==> src/rtl/tlp_byte_mem.sv <==
// Byte memory: one write port, one registered read port.
module tlp_byte_mem #(
  parameter int unsigned DEPTH = 128,
  parameter int unsigned AW = 7
) (
  input  logic          clk_i,
  input  logic          we_i,
  input  logic [AW-1:0] waddr_i,
  input  logic [7:0]    wdata_i,
  input  logic [AW-1:0] raddr_i,
  output logic [7:0]    rdata_o
);
  logic [7:0] mem_q [DEPTH];
  // Write port.
  always_ff @(posedge clk_i) begin
    if (we_i) begin
      mem_q[waddr_i] <= wdata_i;
    end
  end
  // Registered read.
  always_ff @(posedge clk_i) begin
    rdata_o <= mem_q[raddr_i];
  end
endmodule

==> config.mk <==
export PLATFORM = sky130hd
export DESIGN_NAME = tlp_byte_mem
export DESIGN_NICKNAME = d
export VERILOG_FILES = /design/src/rtl/tlp_byte_mem.sv
export SDC_FILE = /design/constraint.sdc
export NUM_CORES = 1
export LEC_CHECK = 0
export BUFFER_PORTS_ARGS = -buffer_cell sky130_fd_sc_hd__clkbuf_2
export CAP_MARGIN = 25
export CORE_UTILIZATION = 58
export CTS_BUF_LIST = sky130_fd_sc_hd__clkbuf_8
export DETAILED_ROUTE_END_ITERATION = 10
export GPL_TIMING_DRIVEN = 0
export PLACE_DENSITY = 0.86
export SYNTH_ARGS = -nofsm -noshare
export SYNTH_HDL_FRONTEND = slang
export SYNTH_SLANG_ARGS = --single-unit
==> constraint.sdc <==
create_clock -name clk_i -period 2.87 [get_ports clk_i]
set_input_delay 0.574 -clock clk_i [delete_from_list [all_inputs] [get_ports clk_i]]
set_output_delay 0.574 -clock clk_i [all_outputs]
set_load 0.05 [all_outputs]
Yosys cells after proc, flatten, opt, wreduce, memory -nomap -nowiden
Memory sizes are Yosys's and may differ from the RTL's. A register that Yosys moved wholly into a read port is not among the register bits.
Cells that the tools add are included.
Widths: inputs -> output; s select.
{ "classes": {"n_mux": 2} }
{ "op_table": {"columns": ["op", "count"], "rows": [
  ["$mux 1", 2]
]} }
{ "totals": {"wordCells": 3, "memories": 1, "out_inout_bits": 8, "inputBits": 24, "ram_bits": 1024, "reg_bits": 0} }
{ "memory_table": {"columns": ["memory", "depth", "word_bits", "rd", "rd_clocked_by_memory_dff", "wr", "line_no", "text"], "rows": [
  ["mem_q", 128, 8, 1, 1, 1, "13", "logic [7:0] mem_q [DEPTH];"]
]} }

Depth between registers and ports, before layout
Gate-level depths: netlist (run 1).
{ "logic_depth": {"word_depth": 2, "mapped_depth": 7, "mapped_depth_nobuf": 4} }

Worst setup path after synthesis (run 1)
Ideal clock, no wire load.
{ "synth_path": {"path_kind": "input port to flip-flop", "from": "input raddr_i[0]", "to": "register rdata_o[0] (read register of mem_q)", "path_slack_ns": -0.208, "stages": 6, "arrival_time_ns": 2.957, "path_buffers": 2, "cell_sequence": "clkbuf_1 > buf_1 > mux4_2 > mux4_2 > mux4_2 > mux2_2"} }
{ "synth_lines": {"columns": ["item", "line_no", "text"], "rows": [
  ["from (decl)", "10", "input logic [AW-1:0] raddr_i,"],
  ["to (decl)", "11", "output logic [7:0] rdata_o"]
]} }

==> metrics.cfg, run 1 <==
[grt]
met1_routing_resource_usage_after_global_routing = 0.371
antenna_violations_before_repair = 7
globalRouteOverflowTotal = 0
use_met2 = 0.453
grt_use_total = 0.290
grt-busiest-layer = met2
grt_max_degree = 93
use_met3 = 0.0932
grt_pass1_vias = 20000
grt_first_pass_wirelength_um = 140000

[flow_run]
drv.max_cap_violation_count = 0

[critical_path]
worstPathBufferInverterCount = 2
worst_setup_path_end_kind = flop
worst_setup_path_start_kind = input port
critical_path.startpoint = raddr_i[4]
timing.reg2reg.setup_slack_ns = 0.36
data_arrival_time_of_the_worst_path_ns = 3.63
crit_slowest_cell = sky130_fd_sc_hd__clkbuf_1
crit_family = buffers and inverters
worstPathCellList = buf_1 > clkbuf_1 > mux4_2 > mux4_2 > mux2_2
setup.worst_path.class = in2reg
worst_path_most_repeated_cell = sky130_fd_sc_hd__mux4_2
timing.critical_path.required_ns = 3.56
crit-reg2reg-launch = mem_q[110][4]$_DFFE_PP_
critical_path.max_fanout = 10
crit_path_max_cell_delay_ns = 0.87

[clocking]
cts_inserted_buffers = 155
clock_tree.htree_level_count = 4
clkSlewWorstSetupHoldPaths_ns = 0.07
numClockSinks = 1032
number_of_buffers_on_the_longest_clock_path = 3
root_buffer = sky130_fd_sc_hd__clkbuf_8
clock_insertion_delay_at_the_later_pin_of_the_skew_report_ns = 0.81
hold_buffers = 0
cts_tree = yes

[yosys]
yosys.cell_types.count = 17
synth_area_per_cell_um2 = 24.3
yosys_warnings = 0
ys_seq_elements = 1032
number_of_nets_produced_by_synthesis = 1659
synth-seq-area-share = 0.779
post_synthesis_instance_area_mm2 = 0.0397
synthCells = 1635

[sta]
max-slew-margin-rel = 0.248
total_count_of_hold_check_failures_in_the_final_report = 0
setup-tns-final_ns = -0.138
part_of_the_cycle_the_worst_path_needs = 1.02
worst_slew_pin_slew_ns = 1.13
setup_viol = 4
finalMaxSlewViolations = 0
setup_repair_after_global_routing_missed_its_margin = true
timing.clock.skew_ns = 0.0395
finalWorstSetupSlack_ns = -0.0673
final_critical_path_time_including_i_o_delays_and_setup_ns = 2.94
timing_limited_maximum_frequency_mhz = 340

[routing]
detail-route-antenna-nets = 0
detailedRoute.firstPassIterationCount = 5
drcViolationCount = 0
detail_route.iter0.violations = 3100
drt-total-wl_um = 97100
drt-wirelength-per-cell_um = 34.2
routed_via_density = 6.86
routed-via-count = 19500

[worst_hold_path]
hold_path_startpoint = raddr_i[5]
worstHoldPathType = in2reg

[finish]
finalNetCount = 1861
multi_input_comb_area_mm2 = 0.00835
postLayoutCellArea_mm2 = 0.0444
area_growth_syn_to_layout_pct = 11.8
n_fill_cell = 3691
area.sequential_mm2 = 0.0309
layoutNonFillerInstCount = 2837
utilization_after_layout = 0.658
layout-drive-gt1-share = 0.323

[power]
ir_drop_mv = 0.569
leakagePower_nw = 13.8
power_density_mw_per_mm2 = 674

[floorplan]
std_cell_rows = 95
vertical_die_dimension_um = 264
start_util = 0.589
chipWidth_um = 264
die-area_mm2 = 0.0694
core_area_mm2 = 0.0674
ios = 32

[placed_design]
io_buffer_count = 20
post_dp_cell_area_mm2 = 0.0414
place_inst = 2553
hpwl_after_detailed_placement_um = 64900
gp_congestion = 0.875

[outcome]
outcome = finished, violations left
violations = negative setup slack

per-layer routing:
metal	routed length [um]	share of wire
met1	32100	0.33
met4	4760	0.049
met3	13300	0.14
met2	46900	0.48
met5	66	0.00068
cells in the final DEF (no fill, tap or decap):
cell type	netlist	routed
sky130_fd_sc_hd__buf_1	18	9
sky130_fd_sc_hd__buf_12	0	3
sky130_fd_sc_hd__buf_16	0	5
sky130_fd_sc_hd__buf_2	15	11
sky130_fd_sc_hd__buf_4	11	3
sky130_fd_sc_hd__buf_6	1	28
sky130_fd_sc_hd__buf_8	0	7
sky130_fd_sc_hd__bufinv_16	0	6
sky130_fd_sc_hd__clkbuf_1	44	33
sky130_fd_sc_hd__clkbuf_2	0	25
sky130_fd_sc_hd__clkbuf_4	0	8
sky130_fd_sc_hd__clkbuf_8	0	163
sky130_fd_sc_hd__clkdlybuf4s15_1	0	1
sky130_fd_sc_hd__clkdlybuf4s15_2	0	1
sky130_fd_sc_hd__clkinv_1	0	39
sky130_fd_sc_hd__clkinv_2	0	16
sky130_fd_sc_hd__clkinv_4	0	1
sky130_fd_sc_hd__clkinv_8	0	1
sky130_fd_sc_hd__clkinvlp_4	0	5
sky130_fd_sc_hd__dfxtp_1	8	8
sky130_fd_sc_hd__diode_2	0	4
sky130_fd_sc_hd__edfxtp_1	1024	1024
sky130_fd_sc_hd__inv_1	0	42
sky130_fd_sc_hd__inv_6	0	5
sky130_fd_sc_hd__inv_8	0	2
sky130_fd_sc_hd__mux2_2	8	8
sky130_fd_sc_hd__mux4_2	336	336
sky130_fd_sc_hd__nand2_1	14	14
sky130_fd_sc_hd__nand2b_1	2	2
sky130_fd_sc_hd__nand3_1	12	12
sky130_fd_sc_hd__nand4_1	3	3
sky130_fd_sc_hd__nor2_1	122	122
sky130_fd_sc_hd__nor2b_1	7	7
sky130_fd_sc_hd__nor3_1	9	9
sky130_fd_sc_hd__or3_1	1	1
kinds of logic (layout without fill, tap and decap cells):
logic type | Yosys count | after routing | share of synthesized area
other | 0 | 4 | 0
buffers and inverters | 89 | 414 | 0.0101
DFF | 1032 | 1032 | 0.779
muxes | 344 | 344 | 0.193
and+or+nand+nor | 170 | 170 | 0.0176
worst paths after layout:
check,cells after the start,endpoint
setup / recovery,5,rdata_o[4]$_DFF_P_
hold / removal,2,rdata_o[2]$_DFF_P_
setup reg to reg,4,rdata_o[4]$_DFF_P_
hold reg to reg,4,rdata_o[6]$_DFF_P_
through the flow:
step	hold slack [ns]	total power, mW	worst slack [ns]
after floorplan	0.673	17.9	0.00506
after global placement	1.06	18.6	-0.926
after detailed placement	1.08	18.7	-1.01
after CTS	0.219	29.9	0.00759
after global routing	0.246	30.6	-0.00769
final	0.276	29.9	-0.0673
flip-flops by register name (all words and copies together), names as in the netlist:
signal / cells
rdata_o: 8
mem_q: 1024
power by group:
part	internal [mW]	switching, mW	leakage, nW
registers	16.6	0.0350	9.27
clock network	5.84	5.65	1.65
logic	0.665	1.08	2.89
total	23.2	6.76	13.8
cell usage after synthesis:
| master | instances | area [um^2] |
|---|---|---|
| sky130_fd_sc_hd__dfxtp_1 | 8 | 160 |
| sky130_fd_sc_hd__buf_6 | 1 | 11.3 |
| sky130_fd_sc_hd__or3_1 | 1 | 6.26 |
| sky130_fd_sc_hd__buf_1 | 18 | 67.6 |
| sky130_fd_sc_hd__edfxtp_1 | 1024 | 30700 |
| sky130_fd_sc_hd__mux4_2 | 336 | 7570 |
| sky130_fd_sc_hd__buf_2 | 15 | 75.1 |
| sky130_fd_sc_hd__nor2_1 | 122 | 458 |
| sky130_fd_sc_hd__clkbuf_1 | 44 | 165 |
| sky130_fd_sc_hd__nor3_1 | 9 | 45.0 |
| sky130_fd_sc_hd__nand2_1 | 14 | 52.6 |
| sky130_fd_sc_hd__nand3_1 | 12 | 60.1 |
| sky130_fd_sc_hd__nor2b_1 | 7 | 43.8 |
| sky130_fd_sc_hd__nand2b_1 | 2 | 12.5 |
| sky130_fd_sc_hd__buf_4 | 11 | 82.6 |
| sky130_fd_sc_hd__mux2_2 | 8 | 90.1 |
| sky130_fd_sc_hd__nand4_1 | 3 | 18.8 |
final cells by class:
cell class / count / area share
flip-flops and latches: 1032 / 0.697
multi-input cells: 514 / 0.188
clock buffers: 163 / 0.0506
well taps: 873 / 0.0246
clock inverters: 117 / 0.0156
plain buffers: 89 / 0.0129
repair buffers: 45 / 0.0110
diodes: 4 / 0.000226
repair_timing:
action / 4_1_cts / 5_1_grt
setup buffers: 0 / 0
gates resized for setup: 12 / 4
setup endpoints to repair: 8 / 8
No activity file was read; power rests on OpenSTA's default activity.
==> run 2: changes to the inputs <==
--- a/config.mk
+++ b/config.mk
@@ -7,11 +7,14 @@
 export LEC_CHECK = 0
 export BUFFER_PORTS_ARGS = -buffer_cell sky130_fd_sc_hd__clkbuf_2
 export CAP_MARGIN = 25
-export CORE_UTILIZATION = 58
+export CELL_PAD_IN_SITES_DETAIL_PLACEMENT = 1
+export CELL_PAD_IN_SITES_GLOBAL_PLACEMENT = 2
+export CORE_UTILIZATION = 54
 export CTS_BUF_LIST = sky130_fd_sc_hd__clkbuf_8
 export DETAILED_ROUTE_END_ITERATION = 10
 export GPL_TIMING_DRIVEN = 0
-export PLACE_DENSITY = 0.86
+export PLACE_DENSITY = 0.91
+export RECOVER_POWER = 100
 export SYNTH_ARGS = -nofsm -noshare
 export SYNTH_HDL_FRONTEND = slang
 export SYNTH_SLANG_ARGS = --single-unit
==> constraint.sdc (replaced) <==
create_clock -name clk_i -period 2.9 [get_ports clk_i]
set_input_delay 0.58 -clock clk_i [delete_from_list [all_inputs] [get_ports clk_i]]
set_output_delay 0.58 -clock clk_i [all_outputs]
set_load 0.05 [all_outputs]
==> run 2 against run 1 <==
  * The flow finishes with violations (max-capacitance violations, max-slew violations, negative setup slack)
  * Register-to-register slack worse by 0.03 ns
  * Sequential cell count unchanged
  * Global-route usage increased by 0.85 points
  * Hold slack better by 0.024 ns
  * Die area is 7.4% higher
  * Combinational power about the same
  * Non-clock buffer count rose by 3
  * Highest routed layer unchanged
==> metrics.cfg, run 2 (same netlist as run 1, synthesis figures left out) <==
[outcome]
outcome = finished, violations left
violations = max-capacitance violations, max-slew violations, negative setup slack

[finish]
utilization_after_layout = 0.608  ; -0.0506
commonest_cells_after_routing_fill_and_taps_aside = 1024 x sky130_fd_sc_hd__edfxtp_1, 336 x sky130_fd_sc_hd__mux4_2, 164 x sky130_fd_sc_hd__clkbuf_8, 122 x sky130_fd_sc_hd__nor2_1, 53 x sky130_fd_sc_hd__clkbuf_1
layout.cells.most_common = sky130_fd_sc_hd__edfxtp_1
layout-drive-gt1-share = 0.312  ; -0.0117
largest_register_ff_count = 1024  ; unchanged
area_growth_syn_to_layout_pct = 11.6
layoutNonFillerInstCount = 2928  ; +3.2%
finalNetCount = 1869  ; +0.43%
postLayoutCellArea_mm2 = 0.0443  ; -0.23%
biggestRegsByFlops = mem_q x1024, rdata_o x8
registers.top_by_ff_count = mem_q

[grt]
globalRouteOverflowTotal = 0  ; unchanged
grt_max_degree = 97  ; +4.3%
grt_use_total = 0.299  ; +0.00853
grt_first_pass_wirelength_um = 152000  ; +9.1%
antenna_violations_before_repair = 8  ; +1
grt_pass1_vias = 20500  ; +2.8%

[power]
leakagePower_nw = 13.7  ; -0.80%
power_density_mw_per_mm2 = 667  ; -1.1%
ir_drop_mv = 0.691  ; +21%

[sta]
setup-tns-final_ns = -0.497  ; -0.359 ns
worst_slew_pin_slew_ns = 2.84  ; +1.71 ns
hold_ws_ns = 0.299  ; +0.0235 ns
setup_viol = 39  ; +35
finalWorstSetupSlack_ns = -0.0273  ; +0.0400 ns
part_of_the_cycle_the_worst_path_needs = 1.01
max-slew-margin-rel = -0.891  ; -1.14
setup_repair_after_global_routing_missed_its_margin = false
finalMaxSlewViolations = 455  ; +455
timing.clock.skew_ns = 0.0239  ; -0.0155 ns
total_count_of_hold_check_failures_in_the_final_report = 0  ; unchanged
timing_limited_maximum_frequency_mhz = 342
final_critical_path_time_including_i_o_delays_and_setup_ns = 2.93

[routing]
drcViolationCount = 0  ; unchanged
detail-route-antenna-nets = 0  ; unchanged
detail_route.iter0.violations = 2730  ; -12%
routed_via_density = 6.63  ; -3.4%
detailedRoute.firstPassIterationCount = 5  ; unchanged
drt-total-wl_um = 108000  ; +11%
routed-via-count = 19400  ; -0.29%
drt-wirelength-per-cell_um = 36.8  ; +7.6%

[placed_design]
place_inst = 2641  ; +3.4%
post_dp_cell_area_mm2 = 0.0416  ; +0.48%
io_buffer_count = 20  ; unchanged
gp_congestion = 0.869  ; -0.65%
hpwl_after_detailed_placement_um = 68700  ; +5.9%

[critical_path]
worst_path_most_repeated_cell = sky130_fd_sc_hd__clkbuf_1
worst_setup_path_end_kind = flop
setup.worst_path.class = in2reg
critical_path.startpoint = waddr_i[1]
crit-reg2reg-launch = mem_q[125][0]$_DFFE_PP_
critical_path.max_fanout = 10  ; unchanged
worstPathCellList = clkbuf_1 > nor2b_1 > nand3_1 > clkbuf_1 > clkbuf_2 > nor2_1
crit_slowest_cell = sky130_fd_sc_hd__nor2_1
timing.critical_path.required_ns = 3.35  ; -0.21 ns
crit_path_max_cell_delay_ns = 0.78  ; -0.09 ns
worst_setup_path_start_kind = input port
data_arrival_time_of_the_worst_path_ns = 3.38  ; -0.25 ns
timing.reg2reg.worst_path_depth = 4  ; unchanged

[floorplan]
std_cell_rows = 99  ; +4.2%
ios = 32  ; unchanged
chipWidth_um = 273  ; +3.6%
vertical_die_dimension_um = 273  ; +3.6%
start_util = 0.545  ; -0.0439
die-area_mm2 = 0.0745  ; +7.4%
core_area_mm2 = 0.0728  ; +8.1%

[clocking]
clock_tree.htree_level_count = 4  ; unchanged
cts_inserted_buffers = 160  ; +3.2%
cts_tree = yes
numClockSinks = 1032  ; unchanged
hold_buffers = 0  ; unchanged
root_buffer = sky130_fd_sc_hd__clkbuf_8
clock_insertion_delay_at_the_later_pin_of_the_skew_report_ns = 0.83  ; +0.02 ns
number_of_buffers_on_the_longest_clock_path = 3  ; unchanged
cts_post_setup_buffers_inserted = 0  ; unchanged
clkSlewWorstSetupHoldPaths_ns = 0.06  ; about the same
post_cts_resize_count = 20  ; +8

[flow_run]
drv.max_cap_violation_count = 9  ; +9

[worst_hold_path]
min_delay_path_depth = 2  ; unchanged
worstHoldPathType = in2reg
hold_path_startpoint = raddr_i[5]

[run 2: cell count changes in the layout (fill, tap and decap cells not counted), sizes merged]
cell,delta
buf,-15
clkbuf,+19
clkinv,-3
clkinvlp,+2
bufinv,-4
diode,-1
inv,+7
[run 2: layer usage]
layer | global-route usage | share of wire | up-vias
li1 | - | - | 7482
met1 | 0.381 | 0.35 | 10300
met2 | 0.483 | 0.50 | 1374
met3 | 0.0826 | 0.11 | 281
met4 | 0.134 | 0.042 | 12
met5 | 0 | 0.00085 | -
[run 2: final cells by class]
| class | count | area (um^2) |
|---|---|---|
| Timing Repair Buffer | 48 | 380 |
| Clock inverter | 119 | 571 |
| Buffer | 89 | 581 |
| Multi-Input combinational cell | 514 | 8350 |
| Sequential cell | 1032 | 30900 |
| Fill cell | 5885 | 28600 |
| Tap cell | 959 | 1200 |
| Clock buffer | 164 | 2260 |
| Antenna cell | 3 | 7.51 |
[run 2: path summary, 6_finish.rpt]
kind	to	slack (ns)
worst max-delay path	mem_q[59][4]$_DFFE_PP_	-0.03
worst min register to register	rdata_o[1]$_DFF_P_	1.17
worst max register to register	rdata_o[0]$_DFF_P_	0.33
worst min-delay path	rdata_o[7]$_DFF_P_	0.30
[run 2: worst max-delay path, delay by kind of cell]
| kind | cells | cell delay, ns |
|---|---|---|
| buffers and inverters | 3 | 1.19 |
| and+or+nand+nor | 3 | 1.59 |
[run 2: metrics by stage]
step / power [mW] / setup slack, ns
final: 29.5 / -0.0273
after CTS: 29.6 / 0.000324
after floorplan: 17.7 / 0.0154
after global routing: 30.2 / 0.00387
after global placement: 18.4 / -1.34
after detailed placement: 18.6 / -1.11
[run 2: power breakdown]
part           switching [mW]  total (mW)  internal, mW  leakage (nW)
clock                    5.81        11.2          5.43          1.62
sequential             0.0246        16.5          16.5          9.27
combinational            1.11        1.76         0.645          2.81
